## config.mk

```make
export PLATFORM = sky130hd
export DESIGN_NAME = md5_hash_engine_top
export DESIGN_NICKNAME = d
export VERILOG_FILES = /design/src/rtl/md5_pkg.sv /design/src/rtl/md5_hash_engine_top.sv /design/src/rtl/md5_front.sv /design/src/rtl/md5_back.sv
export VERILOG_INCLUDE_DIRS = /design/src /design/src/rtl
export SDC_FILE = /design/constraint.sdc
export NUM_CORES = 2
export LEC_CHECK = 0
export ABC_AREA = 1
export BUFFER_PORTS_ARGS = -buffer_cell sky130_fd_sc_hd__buf_2
export CORE_ASPECT_RATIO = 1.4
export CORE_MARGIN = 2
export CORE_UTILIZATION = 45
export CTS_CLUSTER_DIAMETER = 30
export DETAILED_ROUTE_END_ITERATION = 6
export PLACE_DENSITY = 0.65
export SKIP_CTS_REPAIR_TIMING = 1
export SLEW_MARGIN = 20
export SYNTH_ARGS = -nofsm -noshare
export SYNTH_HDL_FRONTEND = slang
export SYNTH_SLANG_ARGS = --single-unit
```

## constraint.sdc

```tcl
create_clock -name clk_i -period 27.1 [get_ports clk_i]
set_input_delay 1.355 -clock clk_i [delete_from_list [all_inputs] [get_ports clk_i]]
set_output_delay 1.355 -clock clk_i [all_outputs]
set_load 0.005 [all_outputs]
```

## src/rtl/md5_hash_engine_top_macros.svh

```systemverilog
// ----------------------------------------------------------------------------
// md5 engine assertion macros
// shared assertion shorthands for the md5 engine
// ----------------------------------------------------------------------------
`ifndef MD5_HASH_ENGINE_TOP_MACROS_SVH
`define MD5_HASH_ENGINE_TOP_MACROS_SVH

// implication checked on every clock edge outside reset
`define MD5_ASSERT_IMP(lbl, clk, rst_n, ante, cons, msg) \
  lbl: assert property (@(posedge clk) disable iff (!rst_n) (ante) |-> (cons)) \
    else $error(msg);

// next-cycle implication
`define MD5_ASSERT_NXT(lbl, clk, rst_n, ante, cons, msg) \
  lbl: assert property (@(posedge clk) disable iff (!rst_n) (ante) |=> (cons)) \
    else $error(msg);

`endif

```

## src/rtl/md5_pkg.sv

```systemverilog
// ----------------------------------------------------------------------------
// md5 package
// constants, tables and the front-to-back queue entry type
// ----------------------------------------------------------------------------
package md5_pkg;

  localparam int unsigned QueueDepth = 2;

  localparam logic [31:0] InitA = 32'h67452301;
  localparam logic [31:0] InitB = 32'hefcdab89;
  localparam logic [31:0] InitC = 32'h98badcfe;
  localparam logic [31:0] InitD = 32'h10325476;

  // queue entry: one classified item
  typedef struct packed {
    logic [7:0] data_byte;
    logic       byte_present;
    logic       last_item;
  } md5_item_t;

  function automatic logic [31:0] sine_const(input logic [5:0] r);
    logic [31:0] k;
    case (r)
      6'd0: k = 32'hd76aa478;  6'd1: k = 32'he8c7b756;
      6'd2: k = 32'h242070db;  6'd3: k = 32'hc1bdceee;
      6'd4: k = 32'hf57c0faf;  6'd5: k = 32'h4787c62a;
      6'd6: k = 32'ha8304613;  6'd7: k = 32'hfd469501;
      6'd8: k = 32'h698098d8;  6'd9: k = 32'h8b44f7af;
      6'd10: k = 32'hffff5bb1; 6'd11: k = 32'h895cd7be;
      6'd12: k = 32'h6b901122; 6'd13: k = 32'hfd987193;
      6'd14: k = 32'ha679438e; 6'd15: k = 32'h49b40821;
      6'd16: k = 32'hf61e2562; 6'd17: k = 32'hc040b340;
      6'd18: k = 32'h265e5a51; 6'd19: k = 32'he9b6c7aa;
      6'd20: k = 32'hd62f105d; 6'd21: k = 32'h02441453;
      6'd22: k = 32'hd8a1e681; 6'd23: k = 32'he7d3fbc8;
      6'd24: k = 32'h21e1cde6; 6'd25: k = 32'hc33707d6;
      6'd26: k = 32'hf4d50d87; 6'd27: k = 32'h455a14ed;
      6'd28: k = 32'ha9e3e905; 6'd29: k = 32'hfcefa3f8;
      6'd30: k = 32'h676f02d9; 6'd31: k = 32'h8d2a4c8a;
      6'd32: k = 32'hfffa3942; 6'd33: k = 32'h8771f681;
      6'd34: k = 32'h6d9d6122; 6'd35: k = 32'hfde5380c;
      6'd36: k = 32'ha4beea44; 6'd37: k = 32'h4bdecfa9;
      6'd38: k = 32'hf6bb4b60; 6'd39: k = 32'hbebfbc70;
      6'd40: k = 32'h289b7ec6; 6'd41: k = 32'heaa127fa;
      6'd42: k = 32'hd4ef3085; 6'd43: k = 32'h04881d05;
      6'd44: k = 32'hd9d4d039; 6'd45: k = 32'he6db99e5;
      6'd46: k = 32'h1fa27cf8; 6'd47: k = 32'hc4ac5665;
      6'd48: k = 32'hf4292244; 6'd49: k = 32'h432aff97;
      6'd50: k = 32'hab9423a7; 6'd51: k = 32'hfc93a039;
      6'd52: k = 32'h655b59c3; 6'd53: k = 32'h8f0ccc92;
      6'd54: k = 32'hffeff47d; 6'd55: k = 32'h85845dd1;
      6'd56: k = 32'h6fa87e4f; 6'd57: k = 32'hfe2ce6e0;
      6'd58: k = 32'ha3014314; 6'd59: k = 32'h4e0811a1;
      6'd60: k = 32'hf7537e82; 6'd61: k = 32'hbd3af235;
      6'd62: k = 32'h2ad7d2bb; default: k = 32'heb86d391;
    endcase
    return k;
  endfunction

  function automatic logic [4:0] rot_amount(input logic [5:0] r);
    logic [4:0] s;
    case ({r[5:4], r[1:0]})
      4'h0: s = 5'd7;  4'h1: s = 5'd12; 4'h2: s = 5'd17; 4'h3: s = 5'd22;
      4'h4: s = 5'd5;  4'h5: s = 5'd9;  4'h6: s = 5'd14; 4'h7: s = 5'd20;
      4'h8: s = 5'd4;  4'h9: s = 5'd11; 4'ha: s = 5'd16; 4'hb: s = 5'd23;
      4'hc: s = 5'd6;  4'hd: s = 5'd10; 4'he: s = 5'd15; default: s = 5'd21;
    endcase
    return s;
  endfunction

  function automatic logic [3:0] msg_index(input logic [5:0] r);
    logic [3:0] idx;
    case (r[5:4])
      2'd0: idx = r[3:0];
      2'd1: idx = 4'(r[3:0] * 4'd5 + 4'd1);
      2'd2: idx = 4'(r[3:0] * 4'd3 + 4'd5);
      default: idx = 4'(r[3:0] * 4'd7);
    endcase
    return idx;
  endfunction

endpackage

```

## src/rtl/md5_hash_engine_top.sv

```systemverilog
// ----------------------------------------------------------------------------
// md5 hash engine top
// streaming md5 digest of a byte message
// ----------------------------------------------------------------------------
// channel | dir | tdata                 | tuser         | tlast
// s_axis  | in  | data_byte             | byte_present  | last_item
// m_axis  | out | digest_low,digest_high| -             | -
// a byte item passes through a two-entry queue and is packed when the back end takes it
// the 64th byte of a block holds the back end for 64 rounds and one add
// a last item adds a pad state and one or two blocks
// two blocks when 56 or more bytes are buffered or its byte fills a block
// reset restores the initial chaining values; no clearing pass
// a held digest blocks only the next last item; the queue then fills and stalls
module md5_hash_engine_top (
  input  logic         clk_i,
  input  logic         rst_ni,
  input  logic         s_axis_tvalid,
  output logic         s_axis_tready,
  input  logic [7:0]   s_axis_tdata,   // data_byte
  input  logic         s_axis_tuser,   // byte_present
  input  logic         s_axis_tlast,   // last_item
  output logic         m_axis_tvalid,
  input  logic         m_axis_tready,
  output logic [127:0] m_axis_tdata    // digest_low, digest_high
);

  md5_pkg::md5_item_t in_item, q_item;
  logic q_valid, q_ready;

  assign in_item.data_byte    = s_axis_tdata;
  assign in_item.byte_present = s_axis_tuser;
  assign in_item.last_item    = s_axis_tlast;

  md5_front u_front (
    .clk_i, .rst_ni,
    .in_valid_i(s_axis_tvalid), .in_ready_o(s_axis_tready), .in_item_i(in_item),
    .q_valid_o(q_valid), .q_ready_i(q_ready), .q_item_o(q_item)
  );

  md5_back u_back (
    .clk_i, .rst_ni,
    .q_valid_i(q_valid), .q_ready_o(q_ready), .q_item_i(q_item),
    .out_valid_o(m_axis_tvalid), .out_ready_i(m_axis_tready), .out_data_o(m_axis_tdata)
  );

endmodule

```

## src/rtl/md5_front.sv

```systemverilog
// ----------------------------------------------------------------------------
// md5 front
// accepts items, drops empty ones and queues the rest for the back end
// ----------------------------------------------------------------------------
module md5_front (
  input  logic              clk_i,
  input  logic              rst_ni,
  input  logic              in_valid_i,
  output logic              in_ready_o,
  input  md5_pkg::md5_item_t in_item_i,
  output logic              q_valid_o,
  input  logic              q_ready_i,
  output md5_pkg::md5_item_t q_item_o
);

  localparam int unsigned PtrW = $clog2(md5_pkg::QueueDepth);

  md5_pkg::md5_item_t mem_q [md5_pkg::QueueDepth];
  logic [PtrW-1:0] wr_q, rd_q;
  logic [PtrW:0]   cnt_q;
  logic            push, pop, keep;

  assign in_ready_o = (cnt_q != (PtrW+1)'(md5_pkg::QueueDepth));
  // items with neither flag do nothing
  assign keep = in_item_i.byte_present | in_item_i.last_item;
  assign push = in_valid_i & in_ready_o & keep;
  assign pop  = q_valid_o & q_ready_i;
  assign q_valid_o = (cnt_q != '0);
  assign q_item_o  = mem_q[rd_q];

  always_ff @(posedge clk_i) begin
    if (push) begin
      mem_q[wr_q] <= in_item_i;
    end
  end

  always_ff @(posedge clk_i or negedge rst_ni) begin
    if (!rst_ni) begin
      wr_q  <= '0;
      rd_q  <= '0;
      cnt_q <= '0;
    end else begin
      if (push) begin
        wr_q <= (wr_q == PtrW'(md5_pkg::QueueDepth - 1)) ? '0 : wr_q + 1'b1;
      end
      if (pop) begin
        rd_q <= (rd_q == PtrW'(md5_pkg::QueueDepth - 1)) ? '0 : rd_q + 1'b1;
      end
      cnt_q <= cnt_q + (PtrW+1)'(push) - (PtrW+1)'(pop);
    end
  end

endmodule

```

## src/rtl/md5_back.sv

```systemverilog
// ----------------------------------------------------------------------------
// md5 back
// packs bytes, pads, runs one md5 round per cycle and emits the digest
// ----------------------------------------------------------------------------
`include "md5_hash_engine_top_macros.svh"

module md5_back (
  input  logic               clk_i,
  input  logic               rst_ni,
  input  logic               q_valid_i,
  output logic               q_ready_o,
  input  md5_pkg::md5_item_t q_item_i,
  output logic               out_valid_o,
  input  logic               out_ready_i,
  output logic [127:0]       out_data_o
);

  localparam logic [2:0] StIdle  = 3'd0;
  localparam logic [2:0] StRound = 3'd1;
  localparam logic [2:0] StPad   = 3'd2;
  localparam logic [2:0] StFinal = 3'd3;

  logic [2:0]  st_q, st_d;
  logic [31:0] blk_q [16];
  logic [31:0] ch_q [4];
  logic [31:0] a_q, b_q, c_q, d_q;
  logic [63:0] bits_q;
  logic [5:0]  fill_q, rnd_q;
  logic        fin_q;   // current compression belongs to the end sequence
  logic        pad_q;   // padding already written for this message
  logic        two_q;   // a length block still follows
  logic        ov_q;
  logic [127:0] out_q;

  logic [31:0] f, sum, rot, nb;
  logic [1:0]  stg;

  assign stg = rnd_q[5:4];
  always_comb begin
    case (stg)
      2'd0: f = (b_q & c_q) | (~b_q & d_q);
      2'd1: f = (b_q & d_q) | (c_q & ~d_q);
      2'd2: f = b_q ^ c_q ^ d_q;
      default: f = c_q ^ (b_q | ~d_q);
    endcase
    sum = a_q + f + blk_q[md5_pkg::msg_index(rnd_q)] + md5_pkg::sine_const(rnd_q);
    rot = (sum << md5_pkg::rot_amount(rnd_q))
        | (sum >> (6'd32 - {1'b0, md5_pkg::rot_amount(rnd_q)}));
    nb  = b_q + rot;
  end

  // a held digest only blocks the next last item
  assign q_ready_o   = (st_q == StIdle) && !(ov_q && q_item_i.last_item);
  assign out_valid_o = ov_q;
  assign out_data_o  = out_q;

  logic take;
  assign take = q_valid_i & q_ready_o;

  always_comb begin
    st_d = st_q;
    case (st_q)
      StIdle:  if (take) begin
                 if (q_item_i.byte_present && fill_q == 6'd63) st_d = StRound;
                 else if (q_item_i.last_item) st_d = StPad;
               end
      StRound: if (rnd_q == 6'd63) st_d = StFinal;
      StPad:   st_d = StRound;
      StFinal: begin
        if (!fin_q) st_d = StIdle;
        else if (!pad_q) st_d = StPad;
        else if (two_q) st_d = StRound;
        else st_d = StIdle;
      end
      default: st_d = StIdle;
    endcase
  end

  always_ff @(posedge clk_i) begin
    logic [3:0] w;
    logic [1:0] bp;
    w  = fill_q[5:2];
    bp = fill_q[1:0];
    if (st_q == StIdle && take && q_item_i.byte_present) begin
      if (bp == 2'd0) blk_q[w] <= {24'd0, q_item_i.data_byte};
      else blk_q[w][bp*8 +: 8] <= q_item_i.data_byte;
    end
    if (st_q == StPad) begin
      for (int i = 0; i < 16; i++) begin
        if (4'(i) == w) begin
          if (bp == 2'd0) blk_q[i] <= 32'h80;
          else blk_q[i][bp*8 +: 8] <= 8'h80;
        end else if (4'(i) > w) begin
          if (fill_q < 6'd56 && i == 14) blk_q[i] <= bits_q[31:0];
          else if (fill_q < 6'd56 && i == 15) blk_q[i] <= bits_q[63:32];
          else blk_q[i] <= '0;
        end
      end
    end
    if (st_q == StFinal && fin_q && two_q) begin
      for (int i = 0; i < 14; i++) blk_q[i] <= '0;
      blk_q[14] <= bits_q[31:0];
      blk_q[15] <= bits_q[63:32];
    end
    if (st_q == StRound) begin
      a_q <= d_q;
      d_q <= c_q;
      c_q <= b_q;
      b_q <= nb;
    end else if (st_q == StFinal) begin
      a_q <= ch_q[0] + a_q;
      b_q <= ch_q[1] + b_q;
      c_q <= ch_q[2] + c_q;
      d_q <= ch_q[3] + d_q;
    end else begin
      a_q <= ch_q[0];
      b_q <= ch_q[1];
      c_q <= ch_q[2];
      d_q <= ch_q[3];
    end
    if (st_q == StFinal && fin_q && pad_q && !two_q) begin
      out_q <= {ch_q[3] + d_q, ch_q[2] + c_q, ch_q[1] + b_q, ch_q[0] + a_q};
    end
  end

  always_ff @(posedge clk_i or negedge rst_ni) begin
    if (!rst_ni) begin
      st_q   <= StIdle;
      ch_q[0] <= md5_pkg::InitA;
      ch_q[1] <= md5_pkg::InitB;
      ch_q[2] <= md5_pkg::InitC;
      ch_q[3] <= md5_pkg::InitD;
      bits_q <= '0;
      fill_q <= '0;
      rnd_q  <= '0;
      fin_q  <= 1'b0;
      pad_q  <= 1'b0;
      two_q  <= 1'b0;
      ov_q   <= 1'b0;
    end else begin
      st_q <= st_d;
      if (ov_q && out_ready_i) ov_q <= 1'b0;
      case (st_q)
        StIdle: if (take) begin
          fin_q <= q_item_i.last_item;
          if (q_item_i.byte_present) begin
            fill_q <= fill_q + 6'd1;
            bits_q <= bits_q + 64'd8;
          end
        end
        StPad: begin
          two_q <= (fill_q >= 6'd56);
          pad_q <= 1'b1;
        end
        StRound: rnd_q <= rnd_q + 6'd1;
        StFinal: begin
          if (fin_q && pad_q && !two_q) begin
            ov_q   <= 1'b1;
            fin_q  <= 1'b0;
            pad_q  <= 1'b0;
            bits_q <= '0;
            fill_q <= '0;
            ch_q[0] <= md5_pkg::InitA;
            ch_q[1] <= md5_pkg::InitB;
            ch_q[2] <= md5_pkg::InitC;
            ch_q[3] <= md5_pkg::InitD;
          end else begin
            if (two_q) two_q <= 1'b0;
            ch_q[0] <= ch_q[0] + a_q;
            ch_q[1] <= ch_q[1] + b_q;
            ch_q[2] <= ch_q[2] + c_q;
            ch_q[3] <= ch_q[3] + d_q;
          end
        end
        default: ;
      endcase
    end
  end

  `MD5_ASSERT_IMP(a_rnd_idle, clk_i, rst_ni, st_q != StRound, rnd_q == 6'd0, "round count not idle")
  `MD5_ASSERT_NXT(a_pad_round, clk_i, rst_ni, st_q == StPad, st_q == StRound, "pad not followed by round")
  `MD5_ASSERT_IMP(a_no_take_busy, clk_i, rst_ni, ov_q && q_item_i.last_item, !q_ready_o, "last item taken while result held")

endmodule
```

Word-level counts from Yosys, hierarchy flattened
Memory sizes are Yosys's and may differ from the RTL's.
Cells that the tools add are included.
- register bits after elaboration: 471
- latch bits: 0
- bits in writable memories: 532
- ROM bits: 2208
- input bits: 14
- output and inout port bits: 130
- word-level logic and storage cells: 3628
- memories kept: 5
- memories (memory ; depth ; width ; read ports ; clocked after memory_dff ; write ports ; RTL line ; RTL):
    (name not given) ; 64 ; 32 ; 1 ; 0 ; 0 ; md5_pkg.sv:23 ; case (r)
    u_back.blk_q ; 16 ; 32 ; 1 ; 0 ; 16 ; md5_back.sv:24 ; logic [31:0] blk_q [16];
    (name not given) ; 16 ; 5 ; 1 ; 0 ; 0 ; md5_pkg.sv:62 ; case ({r[5:4], r[1:0]})
    (name not given) ; 16 ; 5 ; 1 ; 0 ; 0 ; md5_pkg.sv:62 ;
    u_front.mem_q ; 2 ; 10 ; 1 ; 0 ; 1 ; md5_front.sv:18 ; md5_pkg::md5_item_t mem_q [md5_pkg::QueueDepth];
- add/sub/neg operators: 19
- multipliers: 3
- divide/modulo/power cells: 0
- order comparisons: 18
- equality and inequality tests: 29
- shifts and indexed selects: 5
- multiplexer cells: 1853
- bitwise operators: 1649
- reductions and logical operators: 27
- operators by type and width (operator ; number):
    1-bit 2-to-1 mux ; 1804
    1-bit bitwise OR ; 1633
    32-bit 2-to-1 mux ; 27
    32-bit adder ; 8
    64-bit 2-to-1 mux ; 3
    32-bit bitwise AND ; 4
    128-bit 2-to-1 mux ; 1
    32-bit bitwise OR ; 4
    64-bit case mux with 2 select lines ; 1
    32-bit case mux with 3 select lines ; 1
    32-bit bitwise XOR ; 3
    64-bit by 4-bit adder with 64-bit output (second input constant) ; 1
    32-bit inverter ; 2
    5-bit negation with 34-bit output ; 1
    8-bit by 34-bit variable shift with 32-bit output (first input constant) ; 1
    8-bit by 34-bit variable part select with 32-bit output ; 1
    8-bit by 34-bit variable part select with 32-bit output (first input constant) ; 1
    4-bit equality test (first input constant) ; 8
    4-bit > comparator (first input constant) ; 8
    32-bit OR reduction ; 1
    32-bit by 5-bit left shift with 32-bit output ; 1
    32-bit by 6-bit right shift with 32-bit output ; 1
    3-bit 2-to-1 mux ; 6
    6-bit 2-to-1 mux ; 3
    40 further kinds ; 79

Depth between registers and ports, before layout
- depth in word-level cells: 11
- depth in mapped cells: 58

Hierarchy
A second synthesis with hierarchy kept.
- cell total of the unflattened synthesis: 7714
- area, all modules: 62452.4 um^2
- by module, submodules not included (module ; instances ; cells an instance ; area each (um^2)):
    md5_back ; 1 ; 7631 ; 61462.7
    md5_front ; 1 ; 83 ; 989.7

Least setup slack after synthesis
No wires, ideal clock.
- path kind: flip-flop to flip-flop
- start point: reg u_back.rnd_q[2]
- end point: reg u_back.b_q[20]
- arrival: 8.602 ns
- data required time: 26.972 ns
- setup slack: 18.370 ns
- stages on the path, launching flop included: 51
- path buffers: 3
- clock period less this slack: 8.730 ns
- cells stage by stage: dfrtp_1 > inv_1 > clkbuf_1 > fa_1 > inv_1 > ha_1 > xor2_1 > nor2_1 > nor2_1 > o21bai_1 > clkbuf_1 > clkbuf_1 > a31oi_1 > fa_1 > fa_1 > inv_1 > ha_1 > fa_1 > (+15 left out) > fa_1 > nand2_1 > nand2_1 > nand2_1 > nand2_1 > a21oi_1 > nor2_1 > inv_1 > nand2_1 > a21oi_1 > o21ai_0 > a21oi_1 > o21ai_0 > nand2_1 > nand2_1 > or2_2 > nand3_1 > o21ai_0
- cells in the longest elaborated chain, start to end: 10
- elaborated cells on any way between the ends: 15
- those cells by class: add/sub (5); mul (3); shift (2); mux (2); bitwise (1); memory (2)
- RTL lines (element ; RTL line ; RTL):
    start: declaration ; md5_back.sv:28 ; logic [5:0] fill_q, rnd_q;
    start signal: assignment ; md5_back.sv:155 ; StRound: rnd_q <= rnd_q + 6'd1;
    4-bit by 2-bit multiplier with 4-bit output / 4-bit by 3-bit multiplier with 4-bit output (equally long branches) ; md5_pkg.sv:76, md5_pkg.sv:75 ;
    4-bit by 3-bit adder with 4-bit output / 4-bit by 1-bit adder with 4-bit output (equally long branches) ; md5_pkg.sv:76, md5_pkg.sv:75 ;
    4-bit case mux with 3 select lines ; md5_pkg.sv:73 ; case (r[5:4])
    memory read 16 x 32 bit ; -- ;
    32-bit adder ; md5_back.sv:46 ; sum = a_q + f + blk_q[md5_pkg::msg_index(rnd_q)] + md5_pkg::sine_const(rnd_q);
    32-bit adder (*) ; md5_back.sv:46 ;
    32-bit by 6-bit right shift with 32-bit output / 32-bit by 5-bit left shift with 32-bit output (equally long branches) ; md5_back.sv:48, md5_back.sv:47 ;
    32-bit bitwise OR (*) ; md5_back.sv:48 ; | (sum >> (6'd32 - {1'b0, md5_pkg::rot_amount(rnd_q)}));
    32-bit adder (*) ; md5_back.sv:49 ; nb = b_q + rot;
    32-bit 2-to-1 mux (*) ; md5_back.sv:105 ; if (st_q == StRound) begin
    end signal: assignment ; md5_back.sv:109 ; b_q <= nb;
    end signal: assignment ; md5_back.sv:112 ; b_q <= ch_q[1] + b_q;
    end signal: assignment ; md5_back.sv:117 ; b_q <= ch_q[1];
    end: declaration ; md5_back.sv:26 ; logic [31:0] a_q, b_q, c_q, d_q;
Every way passes the cells marked *; elsewhere a longest branch is shown, timed or not.
A chain may end at the register's enable or synchronous reset.

Worst setup path in the final report
- start point: reg u_back.rnd_q[4]
- end point: reg u_back.b_q[20]
- cells in the longest elaborated chain, start to end: 9
- elaborated cells on any way between the ends: 18
- those cells by class: add/sub (5); eq/ne (2); shift (2); mux (3); bitwise (1); reduce/logical (1); memory (4)
- RTL lines (element ; RTL line):
    2-bit equality test, or another cell as far along ; md5_pkg.sv:73, md5_back.sv:40
    32-bit case mux with 3 select lines / 4-bit case mux with 3 select lines (equally long branches) ; md5_back.sv:40, md5_pkg.sv:73
    32-bit adder / memory read 16 x 32 bit (equally long branches) ; --
    32-bit adder (2 in series) ; md5_back.sv:46
    32-bit by 6-bit right shift with 32-bit output / 32-bit by 5-bit left shift with 32-bit output (equally long branches) ; md5_back.sv:48, md5_back.sv:47
    32-bit bitwise OR (*) ; md5_back.sv:48
    32-bit adder (*) ; md5_back.sv:49
    32-bit 2-to-1 mux (*) ; md5_back.sv:105
Marks and branches as above.

==> impl_metrics.csv <==
group,metric,value,unit
critical_path,cp-start-kind,"flip-flop",
critical_path,critPathSlowestCell,"dfrtp_1",
min_path,timing.hold.worst.class,"flip-flop to flip-flop",
sta,worst_pin_slew,1270,ps
die,rows,162,
critical_path,cp_max_fo,53,
sta,clock.fmax,77.2,MHz
synthesis,syn_area,62700,um^2
sta,finalMaxSlewViolations,0,
critical_path,regToRegEndpoint,"u_back.b_q[20]$_DFF_P_",
synthesis,synth_top_area_share,0.301,
critical_path,cp_top_family,"compound AO/OA/AOI/OAI gates",
synthesis,yosysMostFrequentCell,"nand2_1",
place,io_buffers,143,
synthesis,ys_seq_elements,999,
drt,drc_errors,0,
cells_and_area,area_growth,14.4,%
cts,clk_latency,820,ps
grt,grt.total_usage,0.363,
synthesis,syn_area_per_cell,8.04,um^2
sta,period_share,0.478,
drt,detail_route.wl_per_cell,26.7,um
critical_path,critPathBufInv,6,
cells_and_area,post-route-util,0.517,
synthesis,ys_async_sr_fraction,0.211,
critical_path,path_class,"flip-flop to flip-flop",
cells_and_area,nNetsFinal,8176,
die,die_w,319,um
synthesis,synth_commonest_cells,"nand2_1, nor2_1, inv_1, edfxtp_1, nand3_1",
synthesis,synth_nets,8109,
grt,grt_max_degree,196,
drt,drt_iter0_markers,5568,
sta,layout_min_cycle_time,12960,ps
sta,rsz0062_at_grt,"no",
place,gp_congestion,1.05,
die,die-area,142000,um^2
sta,hold_viol_final,0,
synthesis,synth_ff_type,"edfxtp_1",
critical_path,critPathMaxStageDelay,800,ps
cts,root_buffer,"clkbuf_16",
synthesis,synth_top_cell_by_area,"edfxtp_1",
drt,routed-via-count,58900,
drt,drt-total-wl,263000,um
cts,cts_num_sinks,999,
outcome,outcome,"complete, no violations",
cts,cts_max_path_buffers,3,
sta,relSlewSlack,0.142,
die,die_y,446,um
job,cap_violations,0,
synthesis,yosys_warnings,0,
cts,htree_levels,4,
sta,setup_tns,0,ps
min_path,min_to,"u_back.blk_q[0][13]$_SDFFE_PP0P_",
grt,antenna_found_initial,11,
grt,grt_pass1_wl,378000,um
synthesis,synth_cells,7796,
critical_path,worstPathRequired,27750,ps
synthesis,synth_cell_types,68,
die,start_util,0.451,
grt,overflow,0,
cts,clk_pin_slew,50,ps
min_path,holdPathStages,2,
synthesis,yosysSeqAreaShare,0.437,
critical_path,reg2reg_depth,46,
critical_path,worstSetupEndpointType,"flip-flop",
die,core,139000,um^2
critical_path,cp_common_cell,"nand2_1",
cells_and_area,fill_cells,13200,
drt,ant_nets,0,
cts,cts_buffers,186,
grt,grt_pass1_vias,58000,
min_path,hold_start,"u_back.blk_q[0][13]$_SDFFE_PP0P_",
sta,setup_violations,0,
critical_path,rrSetupSlack,14140,ps
sta,fin_worst_skew,62.6,ps
drt,firstDrtPassIters,7,
die,ioPinCount,144,
synthesis,synth_edf_count,628,
cts,cts_tree,"done",
synthesis,synth.area.top_cells,"edfxtp_1, nand2_1, nor2_1",
critical_path,worstPathArrival,13610,ps
drt,vias_per_cell,5.99,
cells_and_area,drive_gt1_frac,0.0931,
place,hpwl,196000,um
critical_path,timing.rr.start,"u_back.rnd_q[4]$_DFFE_PN0P_",
state kept, by name, summed over array words and instances (netlist names), 6 cells and up:
register / flops
u_back.blk_q: 512
u_back.ch_q: 128
u_back.out_data_o: 128
u_back.bits_q: 61
u_back.a_q: 32
u_back.b_q: 32
u_back.c_q: 32
u_back.d_q: 32
u_front.mem_q: 20
u_back.fill_q: 6
u_back.rnd_q: 6
cell families after synthesis:
group / share of synthesized area
muxes: 0.0121
DFF: 0.437
AOI/OAI and AO/OA: 0.161
xor gates and xnor gates: 0.0233
buffers and inverters: 0.0776
adders and majority gates: 0.0681
and+or+nand+nor: 0.221
per-layer routing:
| metal | vias up | wire length (um) | track usage | part of all wire |
|---|---|---|---|---|
| met1 | 28300 | 88100 | 0.370 | 0.34 |
| met3 | 919 | 16600 | 0.0652 | 0.063 |
| met2 | 2802 | 128000 | 0.619 | 0.49 |
| met4 | 2 | 30300 | 0.360 | 0.12 |
| met5 | - | 12 | 0 | 0.000046 |
| li1 | 26900 | - | - | - |
how the worst max path moves through the flow:
stage	startpoint	to	slack [ps]	cells past startpoint
floorplan	u_back.rnd_q[2]$_DFFE_PN0P_	u_back.b_q[20]$_DFF_P_	18370	50
global placement	u_back.rnd_q[4]$_DFFE_PN0P_	u_back.b_q[20]$_DFF_P_	14460	49
detailed placement	u_back.rnd_q[4]$_DFFE_PN0P_	u_back.b_q[20]$_DFF_P_	14690	46
CTS	u_back.rnd_q[4]$_DFFE_PN0P_	u_back.b_q[20]$_DFF_P_	14650	46
global route	u_back.rnd_q[4]$_DFFE_PN0P_	u_back.b_q[20]$_DFF_P_	13730	46
finish	u_back.rnd_q[4]$_DFFE_PN0P_	u_back.b_q[20]$_DFF_P_	14140	46
metrics by stage:
step	cell area (um^2)	hold WS [ps]	setup slack, ps	cells
floorplan	62700	429	18370	7796
global placement	65100	443	14460	9474
detailed placement	65100	447	14690	9476
CTS	71700	454	14650	9826
global route	71700	463	13730	9832
finish	71700	454	14140	9839
layout by cell type, fill, tap and decap left out, types with 26 or more instances in the layout:
cell	Yosys	final
mux2i_1	76	75
fa_1	70	70
or2_2	31	31
dfstp_2	64	64
o21ai_0	518	507
inv_1	861	861
nor3_1	108	108
xor2_1	107	107
dfrtp_1	147	146
o21ai_1	31	41
nand2_1	1487	1486
xnor2_1	60	60
clkbuf_16	0	191
dfxtp_1	160	160
a21oi_1	443	441
o22ai_1	42	42
clkinv_2	0	26
a31oi_1	68	68
edfxtp_1	628	628
nand4_1	72	72
buf_4	6	113
buf_2	26	142
o311ai_0	117	106
nor2_1	1006	1002
ha_1	229	229
nand3_1	532	532
o211ai_1	255	255
tightest hold or removal path, stage by stage, from the launching register on:
cell and delay (ps):
dfxtp_1 290, inv_1 60, a21oi_1 60
cell type report:
type                    instances  area (um^2)  share of cell area
clock buffers                 221         4940              0.0689
well taps                    1804         2260              0.0315
repair buffers                258         1610              0.0225
multi-input cells            5517        30500               0.425
flip-flops and latches        999        27400               0.382
inverters                     901         3390              0.0472
diodes                         10         25.0            0.000349
clock inverters               129         1590              0.0222
Power is not shown: default switching activity piles up to over one toggle a cycle in this logic, so the estimate is an artifact.
